File: config.mk
export PLATFORM = sky130hd
export DESIGN_NAME = color_key_sprite_blit
export DESIGN_NICKNAME = d
export VERILOG_FILES = /design/src/rtl/ckb_pkg.sv /design/src/rtl/ckb_front.sv /design/src/rtl/ckb_queue.sv /design/src/rtl/ckb_back.sv /design/src/rtl/color_key_sprite_blit.sv
export SDC_FILE = /design/constraint.sdc
export NUM_CORES = 1
export LEC_CHECK = 0
export BUFFER_PORTS_ARGS = -buffer_cell sky130_fd_sc_hd__buf_4
export CORE_MARGIN = 3
export CORE_UTILIZATION = 30
export CTS_CLUSTER_SIZE = 24
export DETAILED_ROUTE_END_ITERATION = 10
export PLACE_DENSITY = 0.56
export SYNTH_ARGS = -nofsm -noshare
export SYNTH_HDL_FRONTEND = slang
export SYNTH_SLANG_ARGS = --single-unit
File: constraint.sdc
create_clock -name aclk -period 10.75 [get_ports aclk]
set_input_delay 2.15 -clock aclk [delete_from_list [all_inputs] [get_ports aclk]]
set_output_delay 2.15 -clock aclk [all_outputs]
set_load 0.01 [all_outputs]
File: src/rtl/ckb_pkg.sv
// Shared types, constants and lookup tables for the color-key sprite blitter.
// Used by ckb_front, ckb_queue, ckb_back and color_key_sprite_blit.
package ckb_pkg;

    // Framebuffer geometry widths.
    localparam int DIM_BITS   = 10;
    localparam int ADDR_W     = 2 * DIM_BITS;
    localparam int CNT_W      = 20;
    localparam int DIM_LIM_W  = DIM_BITS + 1;
    localparam int PIXEL_W    = 8;
    localparam int TYPE_W     = 4;
    localparam int MODE_W     = 2;
    localparam int CFG_IDX_W  = 3;
    localparam int CFG_DATA_W = 11;

    // Number of sprite types with a transparent color.
    localparam int TYPE_COUNT = 9;

    // Default depth of the queue between the front and the back.
    localparam int QUEUE_DEPTH_DEF = 2;

    // Register reset values.
    localparam logic [DIM_LIM_W-1:0] STRIDE_RESET = DIM_LIM_W'(320);
    localparam logic [DIM_LIM_W-1:0] ROWS_RESET   = DIM_LIM_W'(200);

    // Configuration register indexes.
    typedef enum logic [CFG_IDX_W-1:0] {
        REG_SPRITE_TYPE   = 3'd0,
        REG_REMAP_MODE    = 3'd1,
        REG_SOURCE_WIDTH  = 3'd2,
        REG_SOURCE_HEIGHT = 3'd3,
        REG_ORIGIN_X      = 3'd4,
        REG_ORIGIN_Y      = 3'd5,
        REG_LINE_STRIDE   = 3'd6,
        REG_FRAME_ROWS    = 3'd7
    } reg_idx_t;

    // Palette remap modes; the unused code behaves as the far palette.
    typedef enum logic [MODE_W-1:0] {
        REMAP_NONE = 2'd0,
        REMAP_NEAR = 2'd1,
        REMAP_FAR  = 2'd2
    } remap_mode_t;

    // Input item kinds.
    typedef enum logic {
        ACT_START = 1'b0,
        ACT_PIXEL = 1'b1
    } action_t;

    // Current configuration register contents.
    typedef struct packed {
        logic [TYPE_W-1:0]    sprite_type;
        logic [MODE_W-1:0]    remap_mode;
        logic [DIM_BITS-1:0]  source_width;
        logic [DIM_BITS-1:0]  source_height;
        logic [DIM_BITS-1:0]  origin_x;
        logic [DIM_BITS-1:0]  origin_y;
        logic [DIM_LIM_W-1:0] line_stride;
        logic [DIM_LIM_W-1:0] frame_rows;
    } cfg_t;

    // Classified item handed from the front to the back.
    typedef struct packed {
        logic                we;
        logic [ADDR_W-1:0]   row_base;
        logic [DIM_BITS-1:0] column;
        logic [PIXEL_W-1:0]  pixel;
        logic                done;
        logic [CNT_W-1:0]    drawn;
        logic                rejected;
    } cmd_t;

    // Transparent color of each sprite type.
    function automatic logic [PIXEL_W-1:0] key_color(input logic [TYPE_W-1:0] kind);
        logic [PIXEL_W-1:0] c;
        case (kind)
            4'd0:    c = 8'd13;
            4'd1:    c = 8'd11;
            4'd2:    c = 8'd11;
            4'd3:    c = 8'd4;
            4'd4:    c = 8'd4;
            4'd5:    c = 8'd4;
            4'd6:    c = 8'd13;
            4'd7:    c = 8'd4;
            4'd8:    c = 8'd4;
            default: c = 8'd0;
        endcase
        return c;
    endfunction

    // Near palette, 16 entries.
    function automatic logic [PIXEL_W-1:0] near_pal(input logic [3:0] idx);
        logic [PIXEL_W-1:0] c;
        case (idx)
            4'd0:    c = 8'd0;
            4'd1:    c = 8'd1;
            4'd2:    c = 8'd2;
            4'd3:    c = 8'd3;
            4'd4:    c = 8'd4;
            4'd5:    c = 8'd3;
            4'd6:    c = 8'd6;
            4'd7:    c = 8'd7;
            4'd8:    c = 8'd5;
            4'd9:    c = 8'd0;
            4'd10:   c = 8'd0;
            4'd11:   c = 8'd11;
            4'd12:   c = 8'd12;
            4'd13:   c = 8'd13;
            4'd14:   c = 8'd14;
            default: c = 8'd15;
        endcase
        return c;
    endfunction

    // Far palette, 16 entries.
    function automatic logic [PIXEL_W-1:0] far_pal(input logic [3:0] idx);
        logic [PIXEL_W-1:0] c;
        case (idx)
            4'd0:    c = 8'd0;
            4'd1:    c = 8'd12;
            4'd2:    c = 8'd1;
            4'd3:    c = 8'd3;
            4'd4:    c = 8'd4;
            4'd5:    c = 8'd3;
            4'd6:    c = 8'd0;
            4'd7:    c = 8'd6;
            4'd8:    c = 8'd3;
            4'd9:    c = 8'd0;
            4'd10:   c = 8'd0;
            4'd11:   c = 8'd11;
            4'd12:   c = 8'd0;
            4'd13:   c = 8'd2;
            4'd14:   c = 8'd0;
            default: c = 8'd13;
        endcase
        return c;
    endfunction

    // Applies the selected palette to colors below 16.
    function automatic logic [PIXEL_W-1:0] remap_pixel(input logic [PIXEL_W-1:0] pix,
                                                       input logic [MODE_W-1:0]  mode);
        logic [PIXEL_W-1:0] c;
        c = pix;
        if (pix[PIXEL_W-1:4] == '0) begin
            if (mode == REMAP_NEAR) begin
                c = near_pal(pix[3:0]);
            end else if (mode != REMAP_NONE) begin
                c = far_pal(pix[3:0]);
            end
        end
        return c;
    endfunction

endpackage

File: src/rtl/ckb_front.sv
// Front part of the blitter: accepts items, validates sprites, tracks the
// raster position and draw count, and emits one classified command per item.
// Depends on ckb_pkg.
module ckb_front
    import ckb_pkg::*;
(
    input  logic                aclk,
    input  logic                aresetn,
    input  cfg_t                cfg,
    input  logic                s_valid,
    output logic                s_ready,
    input  logic                s_action,
    input  logic [PIXEL_W-1:0]  s_pixel_in,
    output logic                cmd_valid,
    input  logic                cmd_ready,
    output cmd_t                cmd
);

    logic [DIM_BITS-1:0] column_reg, column_next;
    logic [DIM_BITS-1:0] row_reg, row_next;
    logic [CNT_W-1:0]    drawn_reg, drawn_next;
    logic [ADDR_W-1:0]   row_base_reg, row_base_next;
    logic                valid_reg, valid_next;

    logic                accept;
    logic                type_ok;
    logic                fit_ok;
    logic [2*DIM_LIM_W-2:0] start_base;
    logic                active;
    logic                skip;
    logic                row_end;
    logic                last_row;

    assign s_ready   = cmd_ready;
    assign cmd_valid = s_valid;
    assign accept    = s_valid && cmd_ready;

    // Start checks: known type and the sprite fits the framebuffer.
    assign type_ok = cfg.sprite_type < TYPE_W'(TYPE_COUNT);
    assign fit_ok  = ({1'b0, cfg.origin_x} + {1'b0, cfg.source_width} <= cfg.line_stride) &&
                     ({1'b0, cfg.origin_y} + {1'b0, cfg.source_height} <= cfg.frame_rows);
    assign start_base = {{DIM_LIM_W{1'b0}}, cfg.origin_y} *
                        {{DIM_BITS{1'b0}}, cfg.line_stride};

    // Pixel classification against the current raster position.
    assign active   = valid_reg && (row_reg < cfg.source_height) && (cfg.source_width != '0);
    assign skip     = type_ok && (s_pixel_in == key_color(cfg.sprite_type));
    assign row_end  = ({1'b0, column_reg} + 1'b1) >= {1'b0, cfg.source_width};
    assign last_row = ({1'b0, row_reg} + 1'b1) >= {1'b0, cfg.source_height};

    // Next state and command for the item on the input.
    always_comb begin
        column_next   = column_reg;
        row_next      = row_reg;
        drawn_next    = drawn_reg;
        row_base_next = row_base_reg;
        valid_next    = valid_reg;

        cmd.we       = 1'b0;
        cmd.row_base = row_base_reg;
        cmd.column   = column_reg;
        cmd.pixel    = s_pixel_in;
        cmd.done     = 1'b0;
        cmd.drawn    = drawn_reg;
        cmd.rejected = !valid_reg;

        if (s_action == ACT_START) begin
            valid_next    = type_ok && fit_ok;
            column_next   = '0;
            row_next      = '0;
            drawn_next    = '0;
            row_base_next = start_base[ADDR_W-1:0];
            cmd.drawn     = '0;
            cmd.rejected  = !(type_ok && fit_ok);
        end else if (active) begin
            if (!skip) begin
                drawn_next = drawn_reg + 1'b1;
            end
            if (row_end) begin
                column_next   = '0;
                row_next      = row_reg + 1'b1;
                row_base_next = row_base_reg + ADDR_W'(cfg.line_stride);
            end else begin
                column_next   = column_reg + 1'b1;
            end
            cmd.we       = !skip;
            cmd.done     = row_end && last_row;
            cmd.drawn    = drawn_next;
            cmd.rejected = 1'b0;
        end
    end

    // Raster state registers.
    always_ff @(posedge aclk) begin
        if (!aresetn) begin
            column_reg   <= '0;
            row_reg      <= '0;
            drawn_reg    <= '0;
            row_base_reg <= '0;
            valid_reg    <= 1'b0;
        end else if (accept) begin
            column_reg   <= column_next;
            row_reg      <= row_next;
            drawn_reg    <= drawn_next;
            row_base_reg <= row_base_next;
            valid_reg    <= valid_next;
        end
    end

endmodule

File: src/rtl/ckb_queue.sv
// Small register queue of commands between the front and the back.
// Depends on ckb_pkg.
module ckb_queue
    import ckb_pkg::*;
#(
    parameter int DEPTH = QUEUE_DEPTH_DEF
)
(
    input  logic aclk,
    input  logic aresetn,
    input  logic push_valid,
    output logic push_ready,
    input  cmd_t push_data,
    output logic pop_valid,
    input  logic pop_ready,
    output cmd_t pop_data
);

    localparam int PTR_W = (DEPTH > 1) ? $clog2(DEPTH) : 1;
    localparam int QCNT_W = $clog2(DEPTH + 1);

    cmd_t              entry_reg [DEPTH];
    logic [PTR_W-1:0]  wr_ptr_reg, wr_ptr_next;
    logic [PTR_W-1:0]  rd_ptr_reg, rd_ptr_next;
    logic [QCNT_W-1:0] count_reg, count_next;
    logic              push;
    logic              pop;

    assign push_ready = count_reg != QCNT_W'(DEPTH);
    assign pop_valid  = count_reg != '0;
    assign pop_data   = entry_reg[rd_ptr_reg];
    assign push       = push_valid && push_ready;
    assign pop        = pop_valid && pop_ready;

    // Pointer wrap and occupancy.
    always_comb begin
        wr_ptr_next = wr_ptr_reg;
        rd_ptr_next = rd_ptr_reg;
        count_next  = count_reg;
        if (push) begin
            wr_ptr_next = (wr_ptr_reg == PTR_W'(DEPTH - 1)) ? '0 : wr_ptr_reg + 1'b1;
        end
        if (pop) begin
            rd_ptr_next = (rd_ptr_reg == PTR_W'(DEPTH - 1)) ? '0 : rd_ptr_reg + 1'b1;
        end
        if (push && !pop) begin
            count_next = count_reg + 1'b1;
        end else if (pop && !push) begin
            count_next = count_reg - 1'b1;
        end
    end

    always_ff @(posedge aclk) begin
        if (!aresetn) begin
            wr_ptr_reg <= '0;
            rd_ptr_reg <= '0;
            count_reg  <= '0;
        end else begin
            wr_ptr_reg <= wr_ptr_next;
            rd_ptr_reg <= rd_ptr_next;
            count_reg  <= count_next;
        end
    end

    // Entry storage.
    always_ff @(posedge aclk) begin
        if (push) begin
            entry_reg[wr_ptr_reg] <= push_data;
        end
    end

endmodule

File: src/rtl/ckb_back.sv
// Back part of the blitter: forms the write address, applies the palette and
// holds each result item in the output register until it is taken.
// Depends on ckb_pkg.
module ckb_back
    import ckb_pkg::*;
(
    input  logic                aclk,
    input  logic                aresetn,
    input  cfg_t                cfg,
    input  logic                cmd_valid,
    output logic                cmd_ready,
    input  cmd_t                cmd,
    output logic                m_valid,
    input  logic                m_ready,
    output logic                m_write_enable,
    output logic [ADDR_W-1:0]   m_write_address,
    output logic [PIXEL_W-1:0]  m_write_value,
    output logic                m_image_done,
    output logic [CNT_W-1:0]    m_drawn_count,
    output logic                m_rejected
);

    logic               valid_reg;
    logic               we_reg;
    logic [ADDR_W-1:0]  addr_reg, addr_next;
    logic [PIXEL_W-1:0] value_reg, value_next;
    logic               done_reg;
    logic [CNT_W-1:0]   drawn_reg;
    logic               rejected_reg;
    logic               load;

    // The output register takes a new item when empty or being drained.
    assign cmd_ready = !valid_reg || m_ready;
    assign load      = cmd_valid && cmd_ready;

    // Address and color; both read zero when nothing is written.
    always_comb begin
        addr_next  = '0;
        value_next = '0;
        if (cmd.we) begin
            addr_next  = cmd.row_base + ADDR_W'(cfg.origin_x) + ADDR_W'(cmd.column);
            value_next = remap_pixel(cmd.pixel, cfg.remap_mode);
        end
    end

    always_ff @(posedge aclk) begin
        if (!aresetn) begin
            valid_reg <= 1'b0;
        end else if (cmd_ready) begin
            valid_reg <= cmd_valid;
        end
    end

    // Result payload.
    always_ff @(posedge aclk) begin
        if (load) begin
            we_reg       <= cmd.we;
            addr_reg     <= addr_next;
            value_reg    <= value_next;
            done_reg     <= cmd.done;
            drawn_reg    <= cmd.drawn;
            rejected_reg <= cmd.rejected;
        end
    end

    assign m_valid         = valid_reg;
    assign m_write_enable  = we_reg;
    assign m_write_address = addr_reg;
    assign m_write_value   = value_reg;
    assign m_image_done    = done_reg;
    assign m_drawn_count   = drawn_reg;
    assign m_rejected      = rejected_reg;

endmodule

File: src/rtl/color_key_sprite_blit.sv
// Color-key sprite blitter: top level with configuration registers, front,
// command queue and back. Depends on ckb_pkg, ckb_front, ckb_queue, ckb_back.
//
// Usage: configure through the cfg channel (cfg_index picks the register,
// cfg_data carries the value, low bits used) while no item is in flight.
// On the s_ channel, action 0 starts a sprite and checks its type and fit;
// action 1 carries one source pixel in raster order. Each item gives exactly
// one result item on the m_ channel: a framebuffer write command with the
// address, color, last-pixel flag, running drawn count and rejected flag.
// A result passes through the command queue and the output register once
// its item is accepted. One item is taken per cycle while the receiver keeps
// taking results; the pixel-to-pixel raster update in the front loops through
// its own registers. A stalled receiver holds the output register; the queue
// (two entries by default) then fills and s_ready drops until output drains.
// Reset (aresetn low, synchronous) empties the queue and output, clears the
// raster state, marks the sprite rejected and loads register defaults
// (stride 320, 200 rows, others 0). cfg_ready is always high.
module color_key_sprite_blit
    import ckb_pkg::*;
#(
    parameter int QUEUE_DEPTH = QUEUE_DEPTH_DEF
)
(
    input  logic                  aclk,
    input  logic                  aresetn,
    input  logic                  cfg_valid,
    output logic                  cfg_ready,
    input  logic [CFG_IDX_W-1:0]  cfg_index,
    input  logic [CFG_DATA_W-1:0] cfg_data,
    input  logic                  s_valid,
    output logic                  s_ready,
    input  logic                  s_action,
    input  logic [PIXEL_W-1:0]    s_pixel_in,
    output logic                  m_valid,
    input  logic                  m_ready,
    output logic                  m_write_enable,
    output logic [ADDR_W-1:0]     m_write_address,
    output logic [PIXEL_W-1:0]    m_write_value,
    output logic                  m_image_done,
    output logic [CNT_W-1:0]      m_drawn_count,
    output logic                  m_rejected
);

    cfg_t cfg_reg;
    logic fq_valid, fq_ready;
    cmd_t fq_cmd;
    logic qb_valid, qb_ready;
    cmd_t qb_cmd;

    assign cfg_ready = 1'b1;

    // Configuration registers.
    always_ff @(posedge aclk) begin
        if (!aresetn) begin
            cfg_reg.sprite_type   <= '0;
            cfg_reg.remap_mode    <= REMAP_NONE;
            cfg_reg.source_width  <= '0;
            cfg_reg.source_height <= '0;
            cfg_reg.origin_x      <= '0;
            cfg_reg.origin_y      <= '0;
            cfg_reg.line_stride   <= STRIDE_RESET;
            cfg_reg.frame_rows    <= ROWS_RESET;
        end else if (cfg_valid && cfg_ready) begin
            case (reg_idx_t'(cfg_index))
                REG_SPRITE_TYPE:   cfg_reg.sprite_type   <= cfg_data[TYPE_W-1:0];
                REG_REMAP_MODE:    cfg_reg.remap_mode    <= cfg_data[MODE_W-1:0];
                REG_SOURCE_WIDTH:  cfg_reg.source_width  <= cfg_data[DIM_BITS-1:0];
                REG_SOURCE_HEIGHT: cfg_reg.source_height <= cfg_data[DIM_BITS-1:0];
                REG_ORIGIN_X:      cfg_reg.origin_x      <= cfg_data[DIM_BITS-1:0];
                REG_ORIGIN_Y:      cfg_reg.origin_y      <= cfg_data[DIM_BITS-1:0];
                REG_LINE_STRIDE:   cfg_reg.line_stride   <= cfg_data[DIM_LIM_W-1:0];
                REG_FRAME_ROWS:    cfg_reg.frame_rows    <= cfg_data[DIM_LIM_W-1:0];
                default: begin
                end
            endcase
        end
    end

    // Front: accept and classify.
    ckb_front u_front (
        .aclk       (aclk),
        .aresetn    (aresetn),
        .cfg        (cfg_reg),
        .s_valid    (s_valid),
        .s_ready    (s_ready),
        .s_action   (s_action),
        .s_pixel_in (s_pixel_in),
        .cmd_valid  (fq_valid),
        .cmd_ready  (fq_ready),
        .cmd        (fq_cmd)
    );

    // Queue between front and back.
    ckb_queue #(
        .DEPTH (QUEUE_DEPTH)
    ) u_queue (
        .aclk       (aclk),
        .aresetn    (aresetn),
        .push_valid (fq_valid),
        .push_ready (fq_ready),
        .push_data  (fq_cmd),
        .pop_valid  (qb_valid),
        .pop_ready  (qb_ready),
        .pop_data   (qb_cmd)
    );

    // Back: address, palette and output register.
    ckb_back u_back (
        .aclk            (aclk),
        .aresetn         (aresetn),
        .cfg             (cfg_reg),
        .cmd_valid       (qb_valid),
        .cmd_ready       (qb_ready),
        .cmd             (qb_cmd),
        .m_valid         (m_valid),
        .m_ready         (m_ready),
        .m_write_enable  (m_write_enable),
        .m_write_address (m_write_address),
        .m_write_value   (m_write_value),
        .m_image_done    (m_image_done),
        .m_drawn_count   (m_drawn_count),
        .m_rejected      (m_rejected)
    );

`ifndef SYNTHESIS
    // A skipped or ignored pixel carries neither address nor color.
    assert property (@(posedge aclk) disable iff (!aresetn)
        m_valid && !m_write_enable |-> m_write_address == '0 && m_write_value == '0)
        else $error("idle write command carries address or value");

    // A rejected item never writes and never ends a sprite.
    assert property (@(posedge aclk) disable iff (!aresetn)
        m_valid && m_rejected |-> !m_write_enable && !m_image_done)
        else $error("rejected item writes or ends a sprite");

    // Reset leaves no result on the output.
    assert property (@(posedge aclk) !aresetn |=> !m_valid)
        else $error("result present right after reset");
`endif

endmodule
==> results.md <==
* First-pass detailed-route iteration total at 8
* Grt ovf at 0
* R2R Setup Slk at 5020 ps
* Post_cts resized at 0
* Slew headroom at 0.186
* Crit path kind: reg2reg
* Syn Area/Cell at 9.90 µm²
* Final Slew Violations at 0
* Cells after synthesis at between 1500 and 2000
* Antenna viol nets, final at 0
* Final std cells w/o fill at about 2900
* DR WL/cell at ~17 µm
* Post-DP Area at between 20000 and 25000 µm²
* Cell total after placement at around 2800
* CTS tree: done
* Flop pwr share at 0.436
* FMAX at around 170 MHz
* Fraction of layout cells with a size suffix above 1 at 0.110
* Clock slew at reported path FFs at 60 ps
* Clock Sinks at 311
* RSZ-0062 raised after global routing: no
* Top cells by area, synth: edfxtp_1, dfxtp_1, ha_1
* Routed Wire Length at about 49000 µm
* CP Launch Type: register
* Fin worst setup slack at between 5000 and 6000 ps
* Reg area at about 8000 µm²
* Multi-input combinational cell area at between 10000 and 15000 µm²
* Die Ht at roughly 260 µm
* Synth Flop Type: edfxtp_1
* Seq/Total Area, Yosys at 0.408
* H-tree depth at 2
* Status: completed
* Rows at 92
* Worst Max-Slew Pin Slew at between 1000 and 1500 ps
* Area Overhead vs Synth at 13.3%
* Place WS at about 5100 ps
* Fin crit period at around 5700 ps
* Distinct cell type count after synthesis at 88
* Worst Path Arrival at about 6200 ps
* Deepest clock path buffer count at 3
* Most frequent cell after synthesis: nand2_1
* Area leader, netlist: edfxtp_1
* Largest register FFs at roughly 120
* Core ar. at roughly 64000 µm²
* Initial Utilization at 0.306
* TNS Setup at 0 ps
* Switching power at between 1 and 1.5 mW
* Sw frac at 0.299
* Crit end category: register
* Syn_nets at ~2200
* Die ar. at between 60000 and 70000 µm²
* Final Util at 0.347
* VDD IR max at between 0.1 and 0.15 mV
* Final Hold Vio Count at 0
* Tot GR Track Use at 0.141
* Hold buffer count at CTS at 0
* Critical path required time at 11210 ps
* Pwr dens at 166 nW/µm²
* Compound-Gate Fraction of Synth Area at 0.126
* Die width at 261 µm
* Global-route wire length before repair at 77000 µm
* Synth Register Bits at between 300 and 400
* Postcts setup bufs at 0
* # DRC at 0
* I/O pin cnt at 82
* Simple-gate share of the synthesized area at 0.158
* Final setup fails at 0
* Synth warn at 0
* Setup Skew at about 28 ps
* Yosys top cell area share at 0.266
* Clock power frac at 0.327
* Via density at roughly 5
* Synth async-reset ratio at 0
* Nets at ~2300
* Combinational power share at 0.237
* Synthesized area at between 15000 and 20000 µm²
* CP Max Fanout at 13
* Clock root buffer: clkbuf_16
* DP Wirelength at ~37000 µm
* EDFF count, synth at 173
* Largest net degree at the start of global routing at ~70
* P_leak at 8.91 nW
* Via Count at approximately 14000
* Final Cycle Share at 0.533
* Final instance area at 22100 µm²
* Skew-Pair Late Insertion Delay at around 540 ps
* Iteration-0 DRC Markers at between 1000 and 1500
* XOR/XNOR Fraction of Synth Area at 0.0390
* Antenna violations before repair at 1
* Top cells by count, synth: nand2_1, edfxtp_1, ha_1
* Port bufs at 80
* Mux cell area share after synthesis at 0.0388
* Internal power at 2.58 mW
* Max-Cap Viols at 0
* Fill count at around 6500
* Post-Synth Adder-Cell Area at 0.184
* Final GP Congestion at 0.890
* Num CTS Buffers at 36
* Combinational family with the most area after synthesis: adder cells
* Path type of the worst min-delay path: reg2reg
* Number of global-route vias before repair at between 10000 and 15000
-- worst max-delay path, cell delays in order (launching register included) --
cell and delay [ps]:
dfxtp_1 660, nand2_1 150, fa_1 510, inv_1 50, fa_1 520, fa_1 440
fa_1 550, inv_1 50, fa_1 530, inv_1 40, ha_1 360, a2111oi_0 510
o21ai_0 290, nand2_1 180, o21ai_0 120, a21oi_1 210, xnor2_1 130, o21ai_0 90
a211oi_1 270
-- metrics by stage --
stage          hold WS, ps  power (mW)
2_1_floorplan          436        2.16
3_3_place_gp           446        2.50
3_5_place_dp           452        2.51
4_1_cts                459        3.74
5_1_grt                479        3.88
6_report               454        3.68
-- layout make-up --
class	count	share of cell area
Antenna cell	1	0.000113
Multi-Input combinational cell	1433	0.484
Clock inverter	18	0.00849
Inverter	145	0.0247
Tap cell	846	0.0479
Clock buffer	47	0.0444
Timing Repair Buffer	90	0.0305
Sequential cell	311	0.360
-- cell families after synthesis --
| logic type | after synthesis |
|---|---|
| and+or+nand+nor | 644 |
| AOI/OAI and AO/OA | 393 |
| DFF | 311 |
| adders and majority gates | 238 |
| buffers and inverters | 228 |
| xor gates and xnor gates | 87 |
| muxes | 70 |
| other | 1 |
-- routing by layer --
layer,track usage,share of wire,up-vias,wire length (µm)
li1,-,-,7015,-
met1,0.204,0.48,6922,23400
met2,0.220,0.44,400,21600
met3,0.0250,0.062,63,3030
met4,0.0346,0.022,0,1070
met5,0,0,-,0
-- cells in the final DEF, fill, tap and decap left out, types with 17 or more instances in the layout --
cell type | Yosys | routed
nand3_1 | 42 | 42
nand2_1 | 259 | 259
inv_1 | 143 | 143
clkbuf_16 | 0 | 36
xor2_1 | 38 | 38
o21ai_0 | 73 | 73
nand2b_1 | 21 | 21
nor3_1 | 23 | 23
o211ai_1 | 17 | 17
dfxtp_1 | 138 | 137
mux2i_1 | 25 | 24
fa_1 | 83 | 83
nor2_1 | 124 | 121
xnor2_1 | 49 | 49
mux2_2 | 45 | 45
a21o_1 | 17 | 17
a211oi_1 | 22 | 21
and2_1 | 66 | 66
a21oi_1 | 154 | 154
edfxtp_1 | 173 | 173
ha_1 | 155 | 155
and3_1 | 17 | 17
buf_4 | 2 | 90
-- path summary, 6_finish.rpt --
| kind | startpoint | to | depth (start not counted) |
|---|---|---|---|
| setup / recovery | cfg_reg[20]$_SDFFE_PN0P_ | u_front.row_base_reg[14]$_SDFFE_PN0P_ | 18 |
| hold reg to reg | cfg_reg[4]$_SDFFE_PN0P_ | cfg_reg[4]$_SDFFE_PN0P_ | 2 |
| setup reg to reg | cfg_reg[20]$_SDFFE_PN0P_ | u_front.row_base_reg[14]$_SDFFE_PN0P_ | 18 |
| hold / removal | cfg_reg[4]$_SDFFE_PN0P_ | cfg_reg[4]$_SDFFE_PN0P_ | 2 |
-- power by group through the flow --
stage                     clock [mW]  sequential [mW]  combinational (mW)
after floorplan                    0             1.63               0.531
after global placement             0             1.63               0.872
after detailed placement           0             1.63               0.881
after CTS                       1.24             1.61               0.887
after global routing            1.28             1.63               0.970
final                           1.20             1.60               0.873
(Power assumes the default switching activity.)
